[config.mk]
export PLATFORM = sky130hd
export DESIGN_NAME = char_lcd_write_sequencer_top_flat
export DESIGN_NICKNAME = d
export VERILOG_FILES = /design/src/sv/lcdws_pkg.sv /design/src/sv/lcdws_if.sv /design/src/sv/lcdws_decode.sv /design/src/sv/lcdws_strobe.sv /design/src/sv/char_lcd_write_sequencer_top.sv /design/src/flat_wrapper.sv
export SDC_FILE = /design/constraint.sdc
export NUM_CORES = 1
export LEC_CHECK = 0
export BUFFER_PORTS_ARGS = -buffer_cell sky130_fd_sc_hd__clkbuf_2
export CAP_MARGIN = 20
export CORE_MARGIN = 10
export CORE_UTILIZATION = 50
export CTS_BUF_LIST = sky130_fd_sc_hd__clkbuf_8
export DETAILED_ROUTE_END_ITERATION = 10
export GPL_TIMING_DRIVEN = 1
export MAX_ROUTING_LAYER = met4
export PLACE_DENSITY = 0.78
export SLEW_MARGIN = 20
export SYNTH_ARGS = -nofsm -noshare
export SYNTH_HDL_FRONTEND = slang
export SYNTH_SLANG_ARGS = --single-unit
[constraint.sdc]
create_clock -name clk_i -period 2 [get_ports clk_i]
set_input_delay 0.4 -clock clk_i [delete_from_list [all_inputs] [get_ports clk_i]]
set_output_delay 0.4 -clock clk_i [all_outputs]
set_load 0.05 [all_outputs]
[src/sv/lcdws_pkg.sv]
`timescale 1ns / 1ps
// ----------------------------------------------------------------------------
// lcdws_pkg
// Shared types, codes and the character map of the LCD write sequencer.
// ----------------------------------------------------------------------------
package lcdws_pkg;

  typedef enum logic [1:0] {
    KIND_CMD    = 2'd0,
    KIND_CHAR   = 2'd1,
    KIND_CURSOR = 2'd2,
    KIND_NONE   = 2'd3
  } lcdws_kind_e;

  localparam logic [7:0] CharSpace   = 8'h20;
  localparam logic [7:0] CharNewline = 8'h0A;
  localparam logic [7:0] CharBlock   = 8'hFF;

  // Decoded request: keep flag, two-strobe flag, register select, first strobe bus, second strobe bus.
  typedef struct packed {
    logic       keep;
    logic       two;
    logic       rs;
    logic [7:0] bus0;
    logic [7:0] bus1;
  } lcdws_req_t;

  function automatic logic [7:0] map_char(input logic [7:0] c);
    logic [7:0] r;
    r = CharSpace;
    if ((c >= 8'h41 && c <= 8'h5A) || (c >= 8'h61 && c <= 8'h7A) ||
        (c >= 8'h20 && c <= 8'h3F)) begin
      r = c;
    end else if (c == CharNewline) begin
      r = CharBlock;
    end
    return r;
  endfunction

endpackage

[src/sv/lcdws_if.sv]
`timescale 1ns / 1ps
// ----------------------------------------------------------------------------
// lcdws_req_if / lcdws_strobe_if
// Valid/ready channels for requests and enable strobes.
// ----------------------------------------------------------------------------
interface lcdws_req_if;
  logic       valid;
  logic       ready;
  logic [1:0] kind;
  logic [7:0] value;
  logic [3:0] column;
  logic       row;

  modport source (output valid, kind, value, column, row, input ready);
  modport sink (input valid, kind, value, column, row, output ready);
endinterface

interface lcdws_strobe_if;
  logic       valid;
  logic       ready;
  logic       reg_select;
  logic [7:0] bus;
  logic       last;

  modport source (output valid, reg_select, bus, last, input ready);
  modport sink (input valid, reg_select, bus, last, output ready);
endinterface

[src/sv/lcdws_decode.sv]
`timescale 1ns / 1ps
// ----------------------------------------------------------------------------
// lcdws_decode
// Turns one request into register select, bus bytes and strobe count.
// ----------------------------------------------------------------------------
module lcdws_decode
  import lcdws_pkg::*;
(
  input  logic [1:0] kind_i,
  input  logic [7:0] value_i,
  input  logic [3:0] column_i,
  input  logic       row_i,
  input  logic       bus_is_8bit_i,
  output lcdws_req_t req_o
);

  logic [7:0] byte_w;

  always_comb begin
    req_o  = '0;
    byte_w = map_char(value_i);
    case (lcdws_kind_e'(kind_i))
      KIND_CMD: begin
        req_o.keep = 1'b1;
        req_o.rs   = 1'b0;
        req_o.bus0 = bus_is_8bit_i ? value_i : {4'h0, value_i[3:0]};
      end
      KIND_CHAR: begin
        req_o.keep = 1'b1;
        req_o.rs   = 1'b1;
      end
      KIND_CURSOR: begin
        req_o.keep = 1'b1;
        req_o.rs   = 1'b0;
        byte_w     = {1'b1, row_i, 2'b00, column_i};
      end
      default: begin
        req_o.keep = 1'b0;
      end
    endcase
    if (req_o.keep && lcdws_kind_e'(kind_i) != KIND_CMD) begin
      if (bus_is_8bit_i) begin
        req_o.bus0 = byte_w;
      end else begin
        req_o.two  = 1'b1;
        req_o.bus0 = {4'h0, byte_w[7:4]};
        req_o.bus1 = {4'h0, byte_w[3:0]};
      end
    end
  end

endmodule

[src/sv/lcdws_strobe.sv]
`timescale 1ns / 1ps
// ----------------------------------------------------------------------------
// lcdws_strobe
// Request register and strobe output register; splits nibble requests.
// ----------------------------------------------------------------------------
module lcdws_strobe
  import lcdws_pkg::*;
(
  input  logic       clk_i,
  input  logic       rst_ni,
  input  logic       in_valid_i,
  output logic       in_ready_o,
  input  lcdws_req_t in_req_i,
  output logic       out_valid_o,
  input  logic       out_ready_i,
  output logic       out_rs_o,
  output logic [7:0] out_bus_o,
  output logic       out_last_o
);

  logic       req_vld_q, req_vld_d;
  lcdws_req_t req_q, req_d;
  logic       phase_q, phase_d;
  logic       out_vld_q, out_vld_d;
  logic       out_rs_q, out_rs_d;
  logic [7:0] out_bus_q, out_bus_d;
  logic       out_last_q, out_last_d;
  logic       out_free, req_final, load, in_acc;

  assign out_free   = !out_vld_q || out_ready_i;
  assign req_final  = !req_q.two || phase_q;
  assign load       = req_vld_q && out_free;
  assign in_ready_o = !req_vld_q || (out_free && req_final);
  assign in_acc     = in_valid_i && in_ready_o;

  always_comb begin
    req_vld_d  = req_vld_q;
    req_d      = req_q;
    phase_d    = phase_q;
    out_vld_d  = out_vld_q;
    out_rs_d   = out_rs_q;
    out_bus_d  = out_bus_q;
    out_last_d = out_last_q;
    if (out_ready_i) begin
      out_vld_d = 1'b0;
    end
    if (load) begin
      out_vld_d  = 1'b1;
      out_rs_d   = req_q.rs;
      out_bus_d  = phase_q ? req_q.bus1 : req_q.bus0;
      out_last_d = req_final;
      if (req_final) begin
        req_vld_d = 1'b0;
        phase_d   = 1'b0;
      end else begin
        phase_d = 1'b1;
      end
    end
    if (in_acc) begin
      req_vld_d = in_req_i.keep;
      req_d     = in_req_i;
      phase_d   = 1'b0;
    end
  end

  always_ff @(posedge clk_i or negedge rst_ni) begin
    if (!rst_ni) begin
      req_vld_q <= 1'b0;
      phase_q   <= 1'b0;
      out_vld_q <= 1'b0;
    end else begin
      req_vld_q <= req_vld_d;
      phase_q   <= phase_d;
      out_vld_q <= out_vld_d;
    end
  end

  always_ff @(posedge clk_i) begin
    req_q      <= req_d;
    out_rs_q   <= out_rs_d;
    out_bus_q  <= out_bus_d;
    out_last_q <= out_last_d;
  end

  assign out_valid_o = out_vld_q;
  assign out_rs_o    = out_rs_q;
  assign out_bus_o   = out_bus_q;
  assign out_last_o  = out_last_q;

  a_phase_needs_two: assert property (@(posedge clk_i) disable iff (!rst_ni)
    phase_q |-> req_vld_q && req_q.two)
    else $error("second nibble pending without a two-strobe request");

  a_first_nibble_not_last: assert property (@(posedge clk_i) disable iff (!rst_ni)
    load && req_q.two && !phase_q |=> out_vld_q && !out_last_q)
    else $error("high nibble marked last");

  a_open_request_pending: assert property (@(posedge clk_i) disable iff (!rst_ni)
    out_vld_q && !out_last_q |-> req_vld_q && phase_q)
    else $error("non-final strobe without its low nibble pending");

  a_accept_frees_request: assert property (@(posedge clk_i) disable iff (!rst_ni)
    in_acc && req_vld_q |-> load && req_final)
    else $error("request overwritten before its last strobe");

endmodule

[src/sv/char_lcd_write_sequencer_top.sv]
`timescale 1ns / 1ps
// ----------------------------------------------------------------------------
// char_lcd_write_sequencer_top
// Turns command, character and cursor transactions into LCD enable strobes.
//
//   channel  direction  payload                       handshake
//   req_if   in         kind, value, column, row      valid/ready
//   strb_if  out        reg_select, bus, last         valid/ready
//   cfg      in         cfg_wdata_i (bus_is_8bit)     cfg_we_i
//
// A transaction is registered, then gives one strobe per cycle from the
// output register while strb_if is ready: one strobe per request in 8-bit
// mode and for commands, two for character and cursor requests in nibble
// mode. Reset selects the 8-bit bus. A stalled output holds its strobe
// and the request register takes a new transaction once its last strobe
// moves into the output register.
// ----------------------------------------------------------------------------
module char_lcd_write_sequencer_top
  import lcdws_pkg::*;
(
  input  logic          clk_i,
  input  logic          rst_ni,
  input  logic          cfg_we_i,
  input  logic          cfg_wdata_i,
  lcdws_req_if.sink     req_if,
  lcdws_strobe_if.source strb_if
);

  logic       bus_is_8bit_q;
  lcdws_req_t dec_req;

  always_ff @(posedge clk_i or negedge rst_ni) begin
    if (!rst_ni) begin
      bus_is_8bit_q <= 1'b1;
    end else if (cfg_we_i) begin
      bus_is_8bit_q <= cfg_wdata_i;
    end
  end

  lcdws_decode u_decode (
    .kind_i        (req_if.kind),
    .value_i       (req_if.value),
    .column_i      (req_if.column),
    .row_i         (req_if.row),
    .bus_is_8bit_i (bus_is_8bit_q),
    .req_o         (dec_req)
  );

  lcdws_strobe u_strobe (
    .clk_i       (clk_i),
    .rst_ni      (rst_ni),
    .in_valid_i  (req_if.valid),
    .in_ready_o  (req_if.ready),
    .in_req_i    (dec_req),
    .out_valid_o (strb_if.valid),
    .out_ready_i (strb_if.ready),
    .out_rs_o    (strb_if.reg_select),
    .out_bus_o   (strb_if.bus),
    .out_last_o  (strb_if.last)
  );

endmodule
[src/flat_wrapper.sv]
// flat-port wrapper written by rule: the top's interface ports become plain ports
module char_lcd_write_sequencer_top_flat import lcdws_pkg::*;
  (clk_i, rst_ni, cfg_we_i, cfg_wdata_i, req_if_valid, req_if_kind, req_if_value, req_if_column, req_if_row, req_if_ready, strb_if_valid, strb_if_reg_select, strb_if_bus, strb_if_last, strb_if_ready);
  lcdws_req_if req_if_i ();
  lcdws_strobe_if strb_if_i ();
  input  logic clk_i;
  input  logic rst_ni;
  input  logic cfg_we_i;
  input  logic cfg_wdata_i;
  input wire logic [$bits(req_if_i.valid)-1:0] req_if_valid;
  input wire logic [$bits(req_if_i.kind)-1:0] req_if_kind;
  input wire logic [$bits(req_if_i.value)-1:0] req_if_value;
  input wire logic [$bits(req_if_i.column)-1:0] req_if_column;
  input wire logic [$bits(req_if_i.row)-1:0] req_if_row;
  output wire logic [$bits(req_if_i.ready)-1:0] req_if_ready;
  output wire logic [$bits(strb_if_i.valid)-1:0] strb_if_valid;
  output wire logic [$bits(strb_if_i.reg_select)-1:0] strb_if_reg_select;
  output wire logic [$bits(strb_if_i.bus)-1:0] strb_if_bus;
  output wire logic [$bits(strb_if_i.last)-1:0] strb_if_last;
  input wire logic [$bits(strb_if_i.ready)-1:0] strb_if_ready;
  assign req_if_i.valid = req_if_valid;
  assign req_if_i.kind = req_if_kind;
  assign req_if_i.value = req_if_value;
  assign req_if_i.column = req_if_column;
  assign req_if_i.row = req_if_row;
  assign req_if_ready = req_if_i.ready;
  assign strb_if_valid = strb_if_i.valid;
  assign strb_if_reg_select = strb_if_i.reg_select;
  assign strb_if_bus = strb_if_i.bus;
  assign strb_if_last = strb_if_i.last;
  assign strb_if_i.ready = strb_if_ready;
  char_lcd_write_sequencer_top u_core (.clk_i(clk_i), .rst_ni(rst_ni), .cfg_we_i(cfg_we_i), .cfg_wdata_i(cfg_wdata_i), .req_if(req_if_i), .strb_if(strb_if_i));
endmodule
==> impl_metrics.csv, run 1 <==
group,metric,value,unit
detailed_routing,vias_per_cell,5.639,
timing,holdWs,303.4,ps
clock_network,cts.htree.levels,1,
run_status,outcome,"complete, no violations",
power,power_per_cell_area,860.8,nW/um^2
critical_path,crit_slowest_cell,"sky130_fd_sc_hd__or4_4",
critical_path,critPathLaunchType,"input pin",
power,comb_power_share,30.7,%
timing,worst-slew-pin-transition,512.2,ps
synth,post-synth-top-count-cell,"sky130_fd_sc_hd__edfxtp_1",
die,io_pins,33,
power,total_switching_power,0.0005043,W
synth,synth_nets,157,
place,post-place-ws,-25.90,ps
timing,setup-violations-final,0,
critical_path,worstPathMaxFanout,7,
detailed_routing,detailroute.via_count,1173,
synth,asyncSetResetFlopFracSynth,14.29,%
power,sw_frac_of_total,31.81,%
timing,finalHoldViolCount,0,
synth,post_synth_most_frequent_cells,"24 x sky130_fd_sc_hd__edfxtp_1, 14 x sky130_fd_sc_hd__nand2_1, 10 x sky130_fd_sc_hd__a21oi_1",
timing,rsz0062_at_grt,"false",
finish,layout.area.seq,822.0,sq um
power,ir_drop,0.4080,mV
clock_network,cts-root-buf,"sky130_fd_sc_hd__clkbuf_8",
critical_path,worst_r2r_dst,"u_core.u_strobe.req_q[8]",
finish,area.growth.synth_to_final,22.77,%
timing,final_worst_path_period_need,1767,ps
finish,antenna_cells_inserted,0,
global_route,globalRoute.totalOverflow,0,
timing,postLayoutSetupSlackWorst,233.5,ps
synth,ys_top_cells_by_area,"sky130_fd_sc_hd__edfxtp_1 48%, sky130_fd_sc_hd__dfrtp_1 5.0%, sky130_fd_sc_hd__mux2_2 3.8%, sky130_fd_sc_hd__nor2b_1 3.8%, sky130_fd_sc_hd__nand2_1 3.5%",
global_route,via_count_of_the_first_global_routing_pass,1309,
timing,maxSlewViolCount,0,
finish,drive_above_1_share,32.77,%
die,design.core.area,2805,sq um
critical_path,timing.setup.critical_path_class,"input pin to flop",
detailed_routing,drt_iter0_markers,34,
clock_network,clkSlewWorstSetupHoldPaths,90,ps
critical_path,critical_path.reg2reg.startpoint,"u_core.bus_is_8bit_q",
global_route,grt_antenna_before_repair,0,
synth,synth.lib_cells_used.distinct,39,
synth,synth_flop_cell,"sky130_fd_sc_hd__edfxtp_1",
clock_network,tritoncts,"built",
critical_path,reg2reg_slack,300,ps
clock_network,clkLatencyLatePin,260,ps
critical_path,cp_data_required_time,2010,ps
timing,final_min_period_over_clock_period,88.33,%
critical_path,startpoint,"req_if_value[2]",
synth,yosysTopAreaCell,"sky130_fd_sc_hd__edfxtp_1",
timing,worst_case_clock_skew,9.596,ps
finish,num-nets-final,203,
critical_path,worstRegToRegCells,4,
synth,post_synth_instance_area,1500,sq um
synth,edff_count_synth,24,
clock_network,max-clock-path-buffers,2,
clock_network,cts_resized,0,
finish,multiInputGateArea,628.1,sq um
timing,slew_headroom,65.78,%
critical_path,endpoint_kind,"flop",
power,power.internal,0.001081,W
power,power.leakage,0.7737,nW
flow_run,maxCapViolCount,0,
synth,synth_seq_area_share,54.80,%
critical_path,timing.critical_path.buf_inv,1,
finish,layout.core_utilization,65.66,%
clock_network,number_of_buffers_created_by_cts,3,
synth,synth_seq_cells,28,
synth,syn_inst,132,
global_route,grt_usage,12.60,%
power,share_clk_of_total_power,20.4,%
worst_hold_path,timing.hold.worst_path_depth,2,
critical_path,cpLargestDelayFamily,"compound AO/OA/AOI/OAI gates",
die,dieHeight,74.78,um
die,initial_utilization,53.48,%
die,die_width,74.78,um
detailed_routing,detail_route.wl_per_cell,15.32,um
critical_path,critPathMaxStageDelay,530,ps
detailed_routing,drtPass1Iterations,5,
die,num_rows,19,
detailed_routing,route.antenna.remaining_nets,0,
finish,filler_cell_count,232,
timing,timing_limited_maximum_frequency,566.1,MHz
place,portBuffers,32,
synth,synth-warning-count,0,
synth,postSynthAreaPerCell,11.37,sq um
global_route,grt_pass1_wl,5.464,mm
global_route,pin_count_of_the_biggest_net_entering_global_routing,16,
critical_path,critical_path_cell_count,5,
clock_network,clock_sink_count,28,
place,gp_congestion,0.9017,
critical_path,critical_path.cell_chain,"clkbuf_2 -> or4_4 -> o221a_4 -> a32o_1 -> a211o_1",
power,seq_power_share,48.9,%
detailed_routing,route.detailed.drc,0,
critical_path,crit_path_end,"u_core.u_strobe.req_q[8]",
synth,synthDominantCellAreaShare,48.04,%
place,post-dp-hpwl,2.644,mm
worst_hold_path,holdCritPathClass,"input pin to flop",
critical_path,timing.critical_path.arrival,1780,ps
detailed_routing,wl,3.187,mm
die,design.die.area,5591,sq um
## sequential cells by signal, indices dropped and copies added (netlist names)
| name | cells |
|---|---|
| u_core.u_strobe.phase_q | 1 |
| u_core.u_strobe.out_valid_o | 1 |
| u_core.u_strobe.out_last_o | 1 |
| u_core.u_strobe.out_bus_o | 8 |
| u_core.u_strobe.req_vld_q | 1 |
| u_core.u_strobe.req_q | 14 |
| u_core.bus_is_8bit_q | 1 |
| u_core.u_strobe.out_rs_o | 1 |
## worst min path at each step
stage | start | endpoint | slack [ps]
5_1_grt | req_if_valid | u_core.u_strobe.phase_q | 310
6_report | req_if_valid | u_core.u_strobe.phase_q | 300
2_1_floorplan | rst_ni | u_core.u_strobe.out_valid_o | 100
4_1_cts | req_if_valid | u_core.u_strobe.phase_q | 300
3_5_place_dp | rst_ni | u_core.u_strobe.req_vld_q | 220
3_3_place_gp | rst_ni | u_core.u_strobe.req_vld_q | 210
## worst register-to-register path, stage by stage (launching register included)
cell and delay, ps:
sky130_fd_sc_hd__dfstp_2 600, sky130_fd_sc_hd__inv_1 130, sky130_fd_sc_hd__and2_1 200, sky130_fd_sc_hd__a32o_1 270
sky130_fd_sc_hd__a211o_1 260
## power by group through the flow
stage / sequential [W] / clock, W / combinational [W]
3_5_place_dp: 0.000790 / 0 / 0.000488
5_1_grt: 0.000785 / 0.000350 / 0.000527
2_1_floorplan: 0.000928 / 0 / 0.000202
4_1_cts: 0.000777 / 0.000329 / 0.000490
6_report: 0.000775 / 0.000324 / 0.000486
3_3_place_gp: 0.000786 / 0 / 0.000476
## per-layer routing
| metal | wire length [um] | share of wire (%) | track usage [%] | vias to the layer above |
|---|---|---|---|---|
| met5 | 0 | 0 | - | - |
| met4 | 82 | 2.6 | 7.563 | 0 |
| met3 | 140 | 4.4 | 1.314 | 8 |
| met2 | 1607 | 50 | 22.19 | 38 |
| met1 | 1356 | 43 | 13.40 | 536 |
| li1 | - | - | - | 591 |
## cell type report
type	count	area share, %
well taps	31	2.106
repair buffers	46	14.54
inverters	8	1.630
multi-input cells	91	34.10
clock buffers	4	2.989
flip-flops and latches	28	44.63
## cell families (layout without fill, tap and decap cells)
group,Yosys count,in the layout,share of synthesized area (%)
simple gates,43,43,16.10
compound gates,38,38,18.02
flops,28,28,54.80
buf+inv,13,58,3.336
mux,6,6,4.420
fa+ha+maj,4,4,3.336
## through the flow
step,cells,total power (W),cell area (sq um),setup TNS [ps]
4_1_cts,208,0.001596,1842,0
3_3_place_gp,203,0.001262,1777,-8.888
6_report,208,0.001585,1842,0
5_1_grt,208,0.001662,1842,0
2_1_floorplan,132,0.001129,1506,0
3_5_place_dp,203,0.001277,1777,-25.90
## cell usage in the layout (no fill, tap or decap), types with 5 or more instances in the layout
| master | synthesis | final |
|---|---|---|
| sky130_fd_sc_hd__a21oi_1 | 10 | 10 |
| sky130_fd_sc_hd__buf_4 | 0 | 13 |
| sky130_fd_sc_hd__clkbuf_2 | 0 | 32 |
| sky130_fd_sc_hd__edfxtp_1 | 24 | 24 |
| sky130_fd_sc_hd__inv_1 | 8 | 8 |
| sky130_fd_sc_hd__mux2_2 | 5 | 5 |
| sky130_fd_sc_hd__nand2_1 | 14 | 14 |
| sky130_fd_sc_hd__nand2b_1 | 5 | 5 |
| sky130_fd_sc_hd__nor2b_1 | 9 | 9 |
| sky130_fd_sc_hd__o21ai_0 | 8 | 8 |
## repair_timing
action,4_1_cts,5_1_grt
setup buffers,0,0
hold buffers,1,0
endpoints found under the hold margin,3,0
No activity file was read; power rests on OpenSTA's default activity.
==> run 2, diff against run 1 <==
CORE_ASPECT_RATIO = 2   (was not set)
==> impl_metrics.csv, run 2 (same netlist as run 1, synthesis figures left out) <==
group,metric,value,unit
timing,final_min_period_over_clock_period,87.86,%
finish,antenna_cells_inserted,0,
timing,setup_tns,0,ps
critical_path,timing.critical_path.arrival,1760,ps
detailed_routing,drtPass1Iterations,4,
clock_network,number_of_buffers_created_by_cts,3,
global_route,grt_usage,12.73,%
critical_path,endpoint_kind,"flop",
finish,drive_above_1_share,33.15,%
detailed_routing,detail_route.wl_per_cell,17.07,um
timing,slew_headroom,64.64,%
die,num_rows,28,
timing,worst_case_clock_skew,4.913,ps
clock_network,tritoncts,"built",
finish,num-nets-final,204,
detailed_routing,route.detailed.drc,0,
die,die_width,58.73,um
die,io_pins,33,
timing,finalHoldViolCount,0,
worst_hold_path,holdCritPathClass,"input pin to flop",
power,power_per_cell_area,870.3,nW/um^2
timing,timing_limited_maximum_frequency,569.1,MHz
power,seq_power_share,48.3,%
die,design.die.area,5724,sq um
timing,maxSlewViolCount,0,
place,portBuffers,32,
power,post-layout-total-power,0.001608,W
critical_path,critPathLaunchType,"input pin",
timing,setup-violations-final,0,
die,dieHeight,97.47,um
clock_network,cts.htree.levels,1,
finish,layout_commonest_cell,"sky130_fd_sc_hd__clkbuf_2",
finish,max_ffs_per_register,14,
global_route,globalRoute.totalOverflow,0,
clock_network,clkSlewWorstSetupHoldPaths,90,ps
power,share_clk_of_total_power,21.1,%
critical_path,critical_path.reg2reg.startpoint,"u_core.bus_is_8bit_q",
global_route,via_count_of_the_first_global_routing_pass,1390,
worst_hold_path,hold_start,"cfg_we_i",
clock_network,cts_resized,0,
critical_path,worst_r2r_dst,"u_core.u_strobe.req_q[8]",
place,gp_congestion,0.9719,
global_route,grt_pass1_wl,5.761,mm
critical_path,reg2reg_slack,310,ps
timing,final_worst_path_period_need,1757,ps
flow_run,maxCapViolCount,0,
timing,worst-slew-pin-transition,529.3,ps
critical_path,worstRegToRegCells,4,
clock_network,clock_sink_count,28,
critical_path,timing.setup.critical_path_class,"input pin to flop",
die,initial_utilization,51.59,%
finish,registers.top_by_ff_count,"u_core.u_strobe.req_q",
critical_path,cp_data_required_time,2000,ps
power,power.internal,0.001083,W
clock_network,cts.hold.buffers_added,1,
timing,holdWs,281.9,ps
global_route,grt_antenna_before_repair,0,
clock_network,clkLatencyLatePin,270,ps
clock_network,cts-root-buf,"sky130_fd_sc_hd__clkbuf_8",
clock_network,max-clock-path-buffers,2,
run_status,outcome,"complete, no violations",
power,sw_frac_of_total,32.66,%
detailed_routing,wl,3.551,mm
power,total_switching_power,0.0005252,W
detailed_routing,route.antenna.remaining_nets,0,
critical_path,worstPathMaxFanout,7,
timing,rsz0062_at_grt,"false",
power,ir_drop,0.4564,mV
die,design.core.area,2908,sq um
detailed_routing,vias_per_cell,6.111,
power,comb_power_share,30.7,%
place,post-dp-hpwl,2.970,mm
critical_path,crit_path_end,"u_core.u_strobe.req_q[10]",
finish,area.growth.synth_to_final,23.19,%
detailed_routing,drt_iter0_markers,42,
power,power.leakage,0.7785,nW
critical_path,startpoint,"req_if_value[2]",
detailed_routing,detailroute.via_count,1271,
finish,layout.core_utilization,63.55,%
global_route,pin_count_of_the_biggest_net_entering_global_routing,16,
clock_network,cts_setup_buffers,0,
finish,final_cell_mix,"32 x sky130_fd_sc_hd__clkbuf_2, 24 x sky130_fd_sc_hd__edfxtp_1, 14 x sky130_fd_sc_hd__nand2_1, 14 x sky130_fd_sc_hd__buf_4, 10 x sky130_fd_sc_hd__a21oi_1",
==> run 2: changes by cell type in the layout (fill, tap and decap cells not counted), sizes merged <==
| cell | previous run | this run |
|---|---|---|
| buf | 13 | 14 |
==> run 2: how the worst min path moves through the flow <==
stage	end	slack (ps)	cells after the start
floorplan	u_core.u_strobe.out_valid_o	100	0
global placement	u_core.u_strobe.req_vld_q	210	1
detailed placement	u_core.u_strobe.req_vld_q	210	1
CTS	u_core.bus_is_8bit_q	280	2
global route	u_core.bus_is_8bit_q	300	2
finish	u_core.bus_is_8bit_q	280	2
==> run 2: power groups by stage <==
| stage | registers (W) | logic, W | clock network [W] |
|---|---|---|---|
| 4_1_cts | 0.000778 | 0.000495 | 0.000348 |
| 3_5_place_dp | 0.000792 | 0.000493 | 0 |
| 2_1_floorplan | 0.000928 | 0.000202 | 0 |
| 6_report | 0.000776 | 0.000493 | 0.000339 |
| 3_3_place_gp | 0.000784 | 0.000477 | 0 |
| 5_1_grt | 0.000785 | 0.000529 | 0.000370 |
==> run 2: area by class of cell <==
cell class	count	area (sq um)
clock buffers	4	55.05
fillers	233	1060
multi-input cells	91	628.1
well taps	30	37.54
flip-flops and latches	28	822.0
inverters	8	30.03
repair buffers	47	275.3
==> run 2: per-layer routing <==
| layer | track usage, % | share of wire [%] |
|---|---|---|
| met1 | 9.833 | 30 |
| met4 | 9.236 | 4.4 |
| met5 | - | 0 |
| met2 | 23.90 | 60 |
| met3 | 2.094 | 5.7 |
==> run 2: through the flow <==
stage | instance area [sq um] | setup slack (ps) | cells
2_1_floorplan | 1506 | 5.113 | 132
3_3_place_gp | 1783 | -6.891 | 203
3_5_place_dp | 1783 | -41.54 | 203
4_1_cts | 1848 | 248.3 | 208
5_1_grt | 1848 | 184.6 | 208
6_report | 1848 | 242.8 | 208
==> run 2: critical path, cell delays in order <==
cell                       delay (ps)
sky130_fd_sc_hd__clkbuf_2          90
sky130_fd_sc_hd__or4_4            530
sky130_fd_sc_hd__o221a_4          260
sky130_fd_sc_hd__o311ai_1         320
sky130_fd_sc_hd__o211ai_1         150
